[config.mk]
export PLATFORM = sky130hd
export DESIGN_NAME = periodic_timer_table
export DESIGN_NICKNAME = d
export VERILOG_FILES = /design/src/hdl/ptt_pkg.sv /design/src/hdl/ptt_fifo.sv /design/src/hdl/ptt_front.sv /design/src/hdl/ptt_engine.sv /design/src/hdl/periodic_timer_table.sv
export SDC_FILE = /design/constraint.sdc
export NUM_CORES = 2
export LEC_CHECK = 0
export CORE_MARGIN = 2
export CORE_UTILIZATION = 30
export DETAILED_ROUTE_END_ITERATION = 16
export DONT_BUFFER_PORTS = 1
export PLACE_DENSITY = 0.47
export SETUP_SLACK_MARGIN = 0.05
export SLEW_MARGIN = 30
export SYNTH_ARGS = -nofsm -noshare
export SYNTH_HDL_FRONTEND = slang
export SYNTH_SLANG_ARGS = --single-unit
[constraint.sdc]
create_clock -name clk -period 23.8 [get_ports clk]
set_clock_uncertainty 0.1 [all_clocks]
set_input_delay 2.38 -clock clk [delete_from_list [all_inputs] [get_ports clk]]
set_output_delay 2.38 -clock clk [all_outputs]
set_load 0.02 [all_outputs]
[src/hdl/ptt_pkg.sv]
package ptt_pkg;

  localparam int SLOTS_DEF      = 16;
  localparam int CMD_FIFO_DEPTH = 2;
  localparam int RES_FIFO_DEPTH = 2;

  localparam int CFG_AW = 3;
  localparam int CFG_DW = 32;

  localparam int ID_W   = 32;
  localparam int PER_W  = 32;
  localparam int TIME_W = 48;
  localparam int MUL_W  = 10;
  localparam int PROD_W = PER_W + MUL_W;

  localparam logic [MUL_W-1:0] US_PER_MS = MUL_W'(1000);

  localparam logic [1:0] CMD_ADD    = 2'd0;
  localparam logic [1:0] CMD_REMOVE = 2'd1;
  localparam logic [1:0] CMD_TICK   = 2'd2;

  localparam logic [1:0] STAT_OK        = 2'd0;
  localparam logic [1:0] STAT_DUP       = 2'd1;
  localparam logic [1:0] STAT_FULL      = 2'd2;
  localparam logic [1:0] STAT_NOT_FOUND = 2'd3;

  localparam logic KIND_STATUS = 1'b0;
  localparam logic KIND_FIRED  = 1'b1;

  localparam logic [CFG_AW-3:0] REG_TIMER_MODE = '0;

  typedef enum logic [1:0] {
    OP_ADD,
    OP_REMOVE,
    OP_TICK
  } op_t;

  typedef struct packed {
    logic [1:0]        cmd;
    logic [ID_W-1:0]   msg_id;
    logic [PER_W-1:0]  interval_ms;
    logic [TIME_W-1:0] now_us;
  } in_item_t;

  typedef struct packed {
    logic            kind;
    logic [ID_W-1:0] fired_id;
    logic [1:0]      status;
    logic            last;
  } out_item_t;

  typedef struct packed {
    op_t               op;
    logic [ID_W-1:0]   msg_id;
    logic [PER_W-1:0]  interval_ms;
    logic [TIME_W-1:0] now_us;
  } job_t;

  typedef struct packed {
    logic [ID_W-1:0]   id;
    logic [PER_W-1:0]  period_ms;
    logic [TIME_W-1:0] start_us;
  } slot_t;

  typedef enum logic [3:0] {
    ST_IDLE,
    ST_SRCH_RD,
    ST_SRCH_CHK,
    ST_DECIDE,
    ST_INS_RD,
    ST_INS_WR,
    ST_INS_NEW,
    ST_REM_RD,
    ST_REM_WR,
    ST_STATUS,
    ST_TICK_RD,
    ST_TICK_CALC,
    ST_TICK_EVAL,
    ST_FLUSH
  } eng_state_t;

endpackage

[src/hdl/ptt_fifo.sv]
module ptt_fifo
  import ptt_pkg::*;
#(
  parameter int W     = 8,
  parameter int DEPTH = 2
) (
  input  logic         clk,
  input  logic         rst_n,
  input  logic         push,
  input  logic [W-1:0] din,
  output logic         full,
  input  logic         pop,
  output logic [W-1:0] dout,
  output logic         valid
);

  localparam int PW = (DEPTH > 1) ? $clog2(DEPTH) : 1;
  localparam int CW = $clog2(DEPTH + 1);

  logic [W-1:0]  store_r [DEPTH];
  logic [PW-1:0] wr_ptr_r, wr_ptr_nxt;
  logic [PW-1:0] rd_ptr_r, rd_ptr_nxt;
  logic [CW-1:0] count_r, count_nxt;
  logic          do_push, do_pop;

  assign full    = (count_r == CW'(DEPTH));
  assign valid   = (count_r != '0);
  assign dout    = store_r[rd_ptr_r];
  assign do_push = push && !full;
  assign do_pop  = pop && valid;

  always_comb begin
    wr_ptr_nxt = wr_ptr_r;
    rd_ptr_nxt = rd_ptr_r;
    count_nxt  = count_r;
    if (do_push) begin
      wr_ptr_nxt = (wr_ptr_r == PW'(DEPTH - 1)) ? '0 : wr_ptr_r + PW'(1);
    end
    if (do_pop) begin
      rd_ptr_nxt = (rd_ptr_r == PW'(DEPTH - 1)) ? '0 : rd_ptr_r + PW'(1);
    end
    if (do_push && !do_pop) begin
      count_nxt = count_r + CW'(1);
    end else if (do_pop && !do_push) begin
      count_nxt = count_r - CW'(1);
    end
  end

  always_ff @(posedge clk) begin
    if (!rst_n) begin
      wr_ptr_r <= '0;
      rd_ptr_r <= '0;
      count_r  <= '0;
    end else begin
      wr_ptr_r <= wr_ptr_nxt;
      rd_ptr_r <= rd_ptr_nxt;
      count_r  <= count_nxt;
    end
  end

  always_ff @(posedge clk) begin
    if (do_push) begin
      store_r[wr_ptr_r] <= din;
    end
  end

endmodule

[src/hdl/ptt_front.sv]
module ptt_front
  import ptt_pkg::*;
(
  input  logic     clk,
  input  logic     rst_n,
  input  logic     push,
  input  in_item_t in_data,
  output logic     full,
  output logic     job_valid,
  output job_t     job,
  input  logic     job_pop
);

  job_t                  job_in;
  logic                  keep;
  logic [$bits(job_t)-1:0] job_bits;

  // Items with the unused command code are taken and dropped here.
  always_comb begin
    job_in.msg_id      = in_data.msg_id;
    job_in.interval_ms = in_data.interval_ms;
    job_in.now_us      = in_data.now_us;
    job_in.op          = OP_TICK;
    keep               = 1'b1;
    unique case (in_data.cmd)
      CMD_ADD:    job_in.op = OP_ADD;
      CMD_REMOVE: job_in.op = OP_REMOVE;
      CMD_TICK:   job_in.op = OP_TICK;
      default:    keep = 1'b0;
    endcase
  end

  ptt_fifo #(
    .W     ($bits(job_t)),
    .DEPTH (CMD_FIFO_DEPTH)
  ) u_job_q (
    .clk   (clk),
    .rst_n (rst_n),
    .push  (push && keep),
    .din   (job_in),
    .full  (full),
    .pop   (job_pop),
    .dout  (job_bits),
    .valid (job_valid)
  );

  assign job = job_t'(job_bits);

endmodule

[src/hdl/ptt_engine.sv]
module ptt_engine
  import ptt_pkg::*;
#(
  parameter int SLOTS = SLOTS_DEF
) (
  input  logic      clk,
  input  logic      rst_n,
  input  logic      timer_mode,
  input  logic      job_valid,
  input  job_t      job,
  output logic      job_pop,
  output logic      res_push,
  output out_item_t res_item,
  input  logic      res_full
);

  localparam int IW = (SLOTS > 1) ? $clog2(SLOTS) : 1;
  localparam int CW = $clog2(SLOTS + 1);

  slot_t mem [SLOTS];
  slot_t rd_data_r;

  eng_state_t state_r, state_nxt;
  job_t       job_r, job_nxt;
  logic [CW-1:0] idx_r, idx_nxt;
  logic [CW-1:0] pos_r, pos_nxt;
  logic [CW-1:0] used_r, used_nxt;
  logic          found_r, found_nxt;
  logic [1:0]    status_r, status_nxt;
  logic          pend_v_r, pend_v_nxt;
  logic [ID_W-1:0] pend_id_r, pend_id_nxt;

  logic [TIME_W-1:0] el_r;
  logic [PROD_W-1:0] p_r;
  slot_t             ent_r;

  logic          mem_we;
  logic [IW-1:0] mem_waddr;
  slot_t         mem_wdata;
  logic [IW-1:0] rd_addr;

  logic [CW-1:0] idx_inc, idx_dec, pos_inc;
  logic          key_ge, key_eq, tab_full, pos_last;
  logic          neg, fire, late, eval_stall;
  logic [TIME_W-1:0] new_start;
  logic [PROD_W-1:0] prod;

  assign idx_inc  = idx_r + CW'(1);
  assign idx_dec  = idx_r - CW'(1);
  assign pos_inc  = pos_r + CW'(1);
  assign key_ge   = (rd_data_r.id >= job_r.msg_id);
  assign key_eq   = (rd_data_r.id == job_r.msg_id);
  assign tab_full = (used_r == CW'(SLOTS));
  assign pos_last = (pos_inc == used_r);

  assign prod = PROD_W'(rd_data_r.period_ms) * PROD_W'(US_PER_MS);

  // A negative elapsed time restarts the timer; a timer more than two periods
  // late restarts at now even in absolute mode.
  assign neg        = el_r[TIME_W-1];
  assign fire       = !neg && (el_r > TIME_W'(p_r));
  assign late       = (el_r > TIME_W'({p_r, 1'b0}));
  assign new_start  = (neg || late || timer_mode) ? job_r.now_us
                                                  : ent_r.start_us + TIME_W'(p_r);
  assign eval_stall = fire && pend_v_r && res_full;

  always_comb begin
    state_nxt = state_r;
    unique case (state_r)
      ST_IDLE: begin
        if (job_valid) begin
          unique case (job.op) inside
            OP_ADD, OP_REMOVE: state_nxt = (used_r == '0) ? ST_DECIDE : ST_SRCH_RD;
            OP_TICK:           state_nxt = (used_r == '0) ? ST_IDLE : ST_TICK_RD;
            default:           state_nxt = ST_IDLE;
          endcase
        end
      end
      ST_SRCH_RD: state_nxt = ST_SRCH_CHK;
      ST_SRCH_CHK: begin
        if (key_ge || idx_inc == used_r) begin
          state_nxt = ST_DECIDE;
        end else begin
          state_nxt = ST_SRCH_RD;
        end
      end
      ST_DECIDE: begin
        if (job_r.op == OP_ADD) begin
          if (found_r || tab_full) begin
            state_nxt = ST_STATUS;
          end else if (pos_r == used_r) begin
            state_nxt = ST_INS_NEW;
          end else begin
            state_nxt = ST_INS_RD;
          end
        end else if (!found_r || pos_last) begin
          state_nxt = ST_STATUS;
        end else begin
          state_nxt = ST_REM_RD;
        end
      end
      ST_INS_RD:  state_nxt = ST_INS_WR;
      ST_INS_WR:  state_nxt = (idx_dec == pos_r) ? ST_INS_NEW : ST_INS_RD;
      ST_INS_NEW: state_nxt = ST_STATUS;
      ST_REM_RD:  state_nxt = ST_REM_WR;
      ST_REM_WR:  state_nxt = (idx_inc == used_r) ? ST_STATUS : ST_REM_RD;
      ST_STATUS: begin
        if (!res_full) begin
          state_nxt = ST_IDLE;
        end
      end
      ST_TICK_RD:   state_nxt = ST_TICK_CALC;
      ST_TICK_CALC: state_nxt = ST_TICK_EVAL;
      ST_TICK_EVAL: begin
        if (!eval_stall) begin
          if (idx_inc == used_r) begin
            state_nxt = (pend_v_r || fire) ? ST_FLUSH : ST_IDLE;
          end else begin
            state_nxt = ST_TICK_RD;
          end
        end
      end
      ST_FLUSH: begin
        if (!res_full) begin
          state_nxt = ST_IDLE;
        end
      end
      default: state_nxt = ST_IDLE;
    endcase
  end

  always_comb begin
    job_pop     = 1'b0;
    job_nxt     = job_r;
    idx_nxt     = idx_r;
    pos_nxt     = pos_r;
    found_nxt   = found_r;
    used_nxt    = used_r;
    status_nxt  = status_r;
    pend_v_nxt  = pend_v_r;
    pend_id_nxt = pend_id_r;
    mem_we      = 1'b0;
    mem_waddr   = idx_r[IW-1:0];
    mem_wdata   = rd_data_r;
    rd_addr     = idx_r[IW-1:0];
    res_push    = 1'b0;
    res_item    = '0;
    unique case (state_r)
      ST_IDLE: begin
        if (job_valid) begin
          job_pop    = 1'b1;
          job_nxt    = job;
          idx_nxt    = '0;
          pos_nxt    = '0;
          found_nxt  = 1'b0;
          pend_v_nxt = 1'b0;
        end
      end
      ST_SRCH_CHK: begin
        // The table is sorted, so the scan stops at the first id not below the key.
        if (key_ge) begin
          found_nxt = key_eq;
          pos_nxt   = idx_r;
        end else if (idx_inc == used_r) begin
          pos_nxt = used_r;
        end else begin
          idx_nxt = idx_inc;
        end
      end
      ST_DECIDE: begin
        if (job_r.op == OP_ADD) begin
          if (found_r) begin
            status_nxt = STAT_DUP;
          end else if (tab_full) begin
            status_nxt = STAT_FULL;
          end else begin
            status_nxt = STAT_OK;
            idx_nxt    = used_r;
          end
        end else if (!found_r) begin
          status_nxt = STAT_NOT_FOUND;
        end else begin
          status_nxt = STAT_OK;
          used_nxt   = used_r - CW'(1);
          idx_nxt    = pos_r;
        end
      end
      ST_INS_RD: rd_addr = idx_dec[IW-1:0];
      ST_INS_WR: begin
        mem_we  = 1'b1;
        idx_nxt = idx_dec;
      end
      ST_INS_NEW: begin
        mem_we              = 1'b1;
        mem_waddr           = pos_r[IW-1:0];
        mem_wdata.id        = job_r.msg_id;
        mem_wdata.period_ms = job_r.interval_ms;
        mem_wdata.start_us  = job_r.now_us;
        used_nxt            = used_r + CW'(1);
      end
      ST_REM_RD: rd_addr = idx_inc[IW-1:0];
      ST_REM_WR: begin
        mem_we  = 1'b1;
        idx_nxt = idx_inc;
      end
      ST_STATUS: begin
        res_item.kind   = KIND_STATUS;
        res_item.status = status_r;
        res_item.last   = 1'b1;
        res_push        = !res_full;
      end
      ST_TICK_EVAL: begin
        // A fired id is held back one step so that the last one can be marked.
        if (!eval_stall) begin
          if (neg || fire) begin
            mem_we             = 1'b1;
            mem_wdata          = ent_r;
            mem_wdata.start_us = new_start;
          end
          if (fire) begin
            pend_v_nxt  = 1'b1;
            pend_id_nxt = ent_r.id;
            if (pend_v_r) begin
              res_item.kind     = KIND_FIRED;
              res_item.fired_id = pend_id_r;
              res_item.status   = STAT_OK;
              res_push          = 1'b1;
            end
          end
          idx_nxt = idx_inc;
        end
      end
      ST_FLUSH: begin
        res_item.kind     = KIND_FIRED;
        res_item.fired_id = pend_id_r;
        res_item.status   = STAT_OK;
        res_item.last     = 1'b1;
        if (!res_full) begin
          res_push   = 1'b1;
          pend_v_nxt = 1'b0;
        end
      end
      default: ;
    endcase
  end

  always_ff @(posedge clk) begin
    if (!rst_n) begin
      state_r  <= ST_IDLE;
      used_r   <= '0;
      pend_v_r <= 1'b0;
      idx_r    <= '0;
      pos_r    <= '0;
      found_r  <= 1'b0;
    end else begin
      state_r  <= state_nxt;
      used_r   <= used_nxt;
      pend_v_r <= pend_v_nxt;
      idx_r    <= idx_nxt;
      pos_r    <= pos_nxt;
      found_r  <= found_nxt;
    end
  end

  always_ff @(posedge clk) begin
    job_r     <= job_nxt;
    status_r  <= status_nxt;
    pend_id_r <= pend_id_nxt;
    if (state_r == ST_TICK_CALC) begin
      el_r  <= job_r.now_us - rd_data_r.start_us;
      p_r   <= prod;
      ent_r <= rd_data_r;
    end
  end

  always_ff @(posedge clk) begin
    if (mem_we) begin
      mem[mem_waddr] <= mem_wdata;
    end
    rd_data_r <= mem[rd_addr];
  end

  a_used_bound: assert property (@(posedge clk) disable iff (!rst_n)
    used_r <= CW'(SLOTS))
    else $error("timer count exceeds table size");

  a_push_room: assert property (@(posedge clk) disable iff (!rst_n)
    res_push |-> !res_full)
    else $error("result pushed into a full queue");

  a_insert_count: assert property (@(posedge clk) disable iff (!rst_n)
    (state_r == ST_INS_NEW) |=> (used_r == $past(used_r) + CW'(1)))
    else $error("insert did not grow the table");

  a_status_last: assert property (@(posedge clk) disable iff (!rst_n)
    (res_push && res_item.kind == KIND_STATUS) |-> res_item.last)
    else $error("status result not marked last");

endmodule

[src/hdl/periodic_timer_table.sv]
// Periodic timer table: up to SLOTS timers kept sorted by id in a table memory
// with one write port and a registered read port. An add or remove scans the
// table entry by entry (read, then check) up to the id, shifts the entries
// behind it one by one (read, then write), writes the new timer when one is
// inserted, and hands over its status once the result queue has room. A tick
// takes the command and then steps through each stored timer (read, elapsed and
// period product, compare and write back), and then hands over the last fired
// id; the scan waits whenever a fired id finds the result queue full.
// Commands wait in a two-entry queue and results in a two-entry queue, so the
// input side keeps taking items while results are not yet popped; timer_mode is
// read on every tick.
module periodic_timer_table
  import ptt_pkg::*;
#(
  parameter int SLOTS = SLOTS_DEF
) (
  input  logic              clk,
  input  logic              rst_n,
  input  logic              push,
  input  in_item_t          in_data,
  output logic              full,
  output logic              empty,
  input  logic              pop,
  output out_item_t         out_data,
  input  logic              psel,
  input  logic              penable,
  input  logic              pwrite,
  input  logic [CFG_AW-1:0] paddr,
  input  logic [CFG_DW-1:0] pwdata,
  output logic [CFG_DW-1:0] prdata,
  output logic              pready
);

  logic      mode_r, mode_nxt;
  logic      reg_sel;
  logic      job_valid, job_pop;
  job_t      job;
  logic      res_push, res_full, res_valid;
  out_item_t res_item;
  logic [$bits(out_item_t)-1:0] res_bits;

  assign pready  = 1'b1;
  assign reg_sel = (paddr[CFG_AW-1:2] == REG_TIMER_MODE);
  assign prdata  = reg_sel ? CFG_DW'(mode_r) : '0;

  always_comb begin
    mode_nxt = mode_r;
    if (psel && penable && pwrite && reg_sel) begin
      mode_nxt = pwdata[0];
    end
  end

  always_ff @(posedge clk) begin
    if (!rst_n) begin
      mode_r <= 1'b0;
    end else begin
      mode_r <= mode_nxt;
    end
  end

  ptt_front u_front (
    .clk       (clk),
    .rst_n     (rst_n),
    .push      (push),
    .in_data   (in_data),
    .full      (full),
    .job_valid (job_valid),
    .job       (job),
    .job_pop   (job_pop)
  );

  ptt_engine #(
    .SLOTS (SLOTS)
  ) u_engine (
    .clk        (clk),
    .rst_n      (rst_n),
    .timer_mode (mode_r),
    .job_valid  (job_valid),
    .job        (job),
    .job_pop    (job_pop),
    .res_push   (res_push),
    .res_item   (res_item),
    .res_full   (res_full)
  );

  ptt_fifo #(
    .W     ($bits(out_item_t)),
    .DEPTH (RES_FIFO_DEPTH)
  ) u_res_q (
    .clk   (clk),
    .rst_n (rst_n),
    .push  (res_push),
    .din   (res_item),
    .full  (res_full),
    .pop   (pop),
    .dout  (res_bits),
    .valid (res_valid)
  );

  assign empty    = !res_valid;
  assign out_data = out_item_t'(res_bits);

endmodule

==> impl_metrics.json <==
{
  "status": "finished, final reports clean",
  "postCtsSetupRepairBufs": 0,
  "syn_inst": 6321,
  "grt_overflow": 0,
  "synth_compound_area_frac": 0.05771,
  "detail_route.iter0.violations": 4683,
  "critPathRequiredTime_ns": 24.18,
  "synthMuxAreaShare": 0.1092,
  "drtAntennaViolNets": 0,
  "synth_fa_ha_area_frac": 0.05539,
  "cts.repair.resized": 0,
  "worst_pin_slew_ns": 1.035,
  "cts.sinks": 2581,
  "finalNetCount": 7017,
  "ys_async_sr_fraction": 0,
  "crit_type": "reg2reg",
  "fill_cells": 34370,
  "synth.distinct_cells": 81,
  "drive_gt1_frac": 0.1773,
  "routed_wl_mm": 298.6,
  "synthSimpleGateAreaFrac": 0.04294,
  "ys_ff_latch": 2581,
  "slew_headroom": 0.3102,
  "clk_path_buf_depth": 4,
  "htree_levels": 5,
  "numPortBuffers": 0,
  "cp-end-kind": "register",
  "rsz0062_at_grt": "false",
  "hold_buffers": 0,
  "regArea_um2": 76070,
  "hold_viol_final": 0,
  "dp_hpwl_mm": 166.2,
  "grt_pass1_vias": 59990,
  "yosysWarningCount": 0,
  "worst_hold_path_type": "reg2reg",
  "cts_tree": "yes",
  "start_util": 0.3012,
  "antenna_found_initial": 13,
  "synth_edf_count": 2437,
  "vias": 57210,
  "syn_to_final_growth_pct": 14.29,
  "path_clk_slew_ns": 0.06,
  "multi_input_area_um2": 30620,
  "ys.flop_type": "edfxtp_1",
  "viasPerCell": 4.983,
  "die_h_um": 606.8,
  "fmax_ghz": 0.1479,
  "grt.total_usage": 0.1600,
  "synth_xor_area_frac": 0.01181,
  "design.core.area_um2": 362000,
  "yosysSeqAreaShare": 0.6977,
  "synth_area_per_cell_um2": 17.25,
  "setup_violations": 0,
  "slew_violations": 0,
  "grt_max_degree": 135,
  "synth_top_family_by_area": "multiplexers",
  "ios": 227,
  "clk_latency_ns": 0.92,
  "max-cap-violations": 0,
  "wl_per_cell_um": 26.01,
  "synth_top_area_share": 0.6713,
  "drc": 0,
  "fin_crit_ns": 6.762,
  "dieArea_um2": 368200,
  "ys_top_cells_by_area": "edfxtp_1 67%, mux4_2 9.3%, ha_1 3.3%",
  "synth_top_area_cell": "edfxtp_1",
  "worst_hold_slack_ns": 0.3288,
  "grt_pass1_wl_mm": 428.7,
  "cp.arrival_ns": 7.14,
  "utilization": 0.3442,
  "dieWidth_um": 606.8,
  "path_max_fanout": 41,
  "cts_made_buffers": 288,
  "start_kind": "register",
  "cts_root_buffer": "clkbuf_16",
  "drtPass1Iterations": 8,
  "tns_ns": 0,
  "syn-cell-area_um2": 109000,
  "rows": 221,
  "timing.final.crit_share": 0.2841,
  "place.gp.congestion": 0.8376
}
-- per-stage QoR --
step	area, um2	worst slack (ns)	std cells
2_1_floorplan	109100	15.38	6351
3_3_place_gp	115000	16.79	10950
3_5_place_dp	115100	17.10	10950
4_1_cts	124500	17.06	11470
5_1_grt	124600	16.85	11480
6_report	124600	17.04	11480
-- synthesized netlist by cell type (140+ instances only) --
library cell and count:
mux4_2 448, nand2_1 402, edfxtp_1 2437, a31oi_1 140, nor2_1 171, and2_1 160
dfxtp_1 144, mux2_2 149, ha_1 289, inv_1 357, a21oi_1 177, clkbuf_1 182
-- logic make-up (layout without fill, tap and decap cells) --
| group | count (synthesis) | in the layout |
|---|---|---|
| AND/OR/NAND/NOR | 985 | 985 |
| AO/OA/AOI/OAI | 922 | 922 |
| buffers and inverters | 663 | 994 |
| flip-flops | 2581 | 2581 |
| adder cells (fa/ha/maj) | 410 | 410 |
| other | 2 | 36 |
| multiplexers | 611 | 611 |
| XOR/XNOR | 147 | 147 |
-- final timing paths --
kind | slack, ns | end | startpoint | cells after the start
max | 17.04 | u_engine.mem[2][38] | u_engine.p_r[23] | 15
min | 0.33 | u_engine.ent_r[43] | u_engine.rd_data_r[43] | 0
max reg2reg | 17.04 | u_engine.mem[2][38] | u_engine.p_r[23] | 15
min reg2reg | 0.33 | u_engine.ent_r[43] | u_engine.rd_data_r[43] | 0
-- state kept, by name (all words and copies together) (netlist names), named ones only --
register	flops
mode_r	1
u_engine.el_r	48
u_engine.ent_r	112
u_engine.found_r	1
u_engine.idx_r	5
u_engine.job_r	114
u_engine.mem	1792
u_engine.p_r	37
u_engine.pend_id_r	32
u_engine.pend_v_r	1
u_engine.pos_r	5
u_engine.rd_data_r	112
u_engine.state_r	4
u_engine.status_r	2
u_engine.used_r	5
u_front.u_job_q.count_r	2
u_front.u_job_q.rd_ptr_r	1
u_front.u_job_q.store_r	228
u_front.u_job_q.wr_ptr_r	1
u_res_q.count_r	2
u_res_q.rd_ptr_r	1
u_res_q.store_r	72
u_res_q.wr_ptr_r	1
-- cell usage in the layout, fill, tap and decap left out, types with 15 or more instances in the layout --
cell type / synthesis / final
nor2b_1: 28 / 26
nor2_4: 0 / 20
nand3_1: 47 / 47
nand4_1: 25 / 25
mux4_2: 448 / 448
a22oi_1: 45 / 45
o21ai_0: 116 / 111
clkbuf_1: 182 / 83
bufinv_16: 0 / 20
ha_1: 289 / 289
a21o_1: 87 / 87
inv_1: 357 / 355
clkbuf_16: 0 / 297
and2_1: 160 / 158
a21oi_1: 177 / 176
dfxtp_1: 144 / 142
and3_1: 22 / 22
buf_12: 0 / 19
o21a_1: 18 / 18
xor2_1: 57 / 56
clkinv_2: 0 / 41
a222oi_1: 32 / 32
clkinv_1: 1 / 25
o211ai_1: 15 / 15
conb_1: 2 / 32
nand2_1: 402 / 401
mux2_2: 149 / 149
a221o_1: 34 / 34
nor3_1: 48 / 47
a211oi_1: 137 / 136
o21ai_1: 10 / 15
edfxtp_1: 2437 / 2437
clkbuf_8: 0 / 28
nor2_1: 171 / 151
fa_1: 121 / 121
nand2b_1: 21 / 21
buf_4: 55 / 83
xnor2_1: 90 / 88
a31oi_1: 140 / 137
-- layout make-up --
cell class | count | share of cell area
antenna | 4 | 0.00008034
clock buffer | 408 | 0.06524
clock inverter | 113 | 0.009590
inverter | 359 | 0.01092
multi-input combinational | 3107 | 0.2457
sequential | 2581 | 0.6105
tap | 4794 | 0.04814
timing repair buffer | 114 | 0.009771
-- worst max-delay path: stages (launching register included) --
cell and delay [ns]:
edfxtp_1 0.53, inv_1 0.15, ha_1 0.33, nand4_1 0.14, nor4bb_1 0.60, o21ai_0 0.34, o211ai_1 0.32, a221oi_2 0.23
buf_4 0.25, a211o_1 0.31, nand2_1 0.17, o21ai_1 0.30, nor2_4 0.22, buf_4 0.77, buf_4 0.74, buf_6 0.68
-- per-layer routing --
metal | routed length (um) | global-route usage | part of all wire | vias up
li1 | - | - | - | 25070
met5 | 0 | 0 | 0 | -
met1 | 130900 | 0.2129 | 0.44 | 30370
met2 | 147200 | 0.2742 | 0.49 | 1361
met4 | 7082 | 0.04128 | 0.024 | 0
met3 | 13430 | 0.02188 | 0.045 | 406
Power is left out: the tool's default activity adds up to more than one toggle a clock period on the data nets, which glitch-free logic cannot reach.
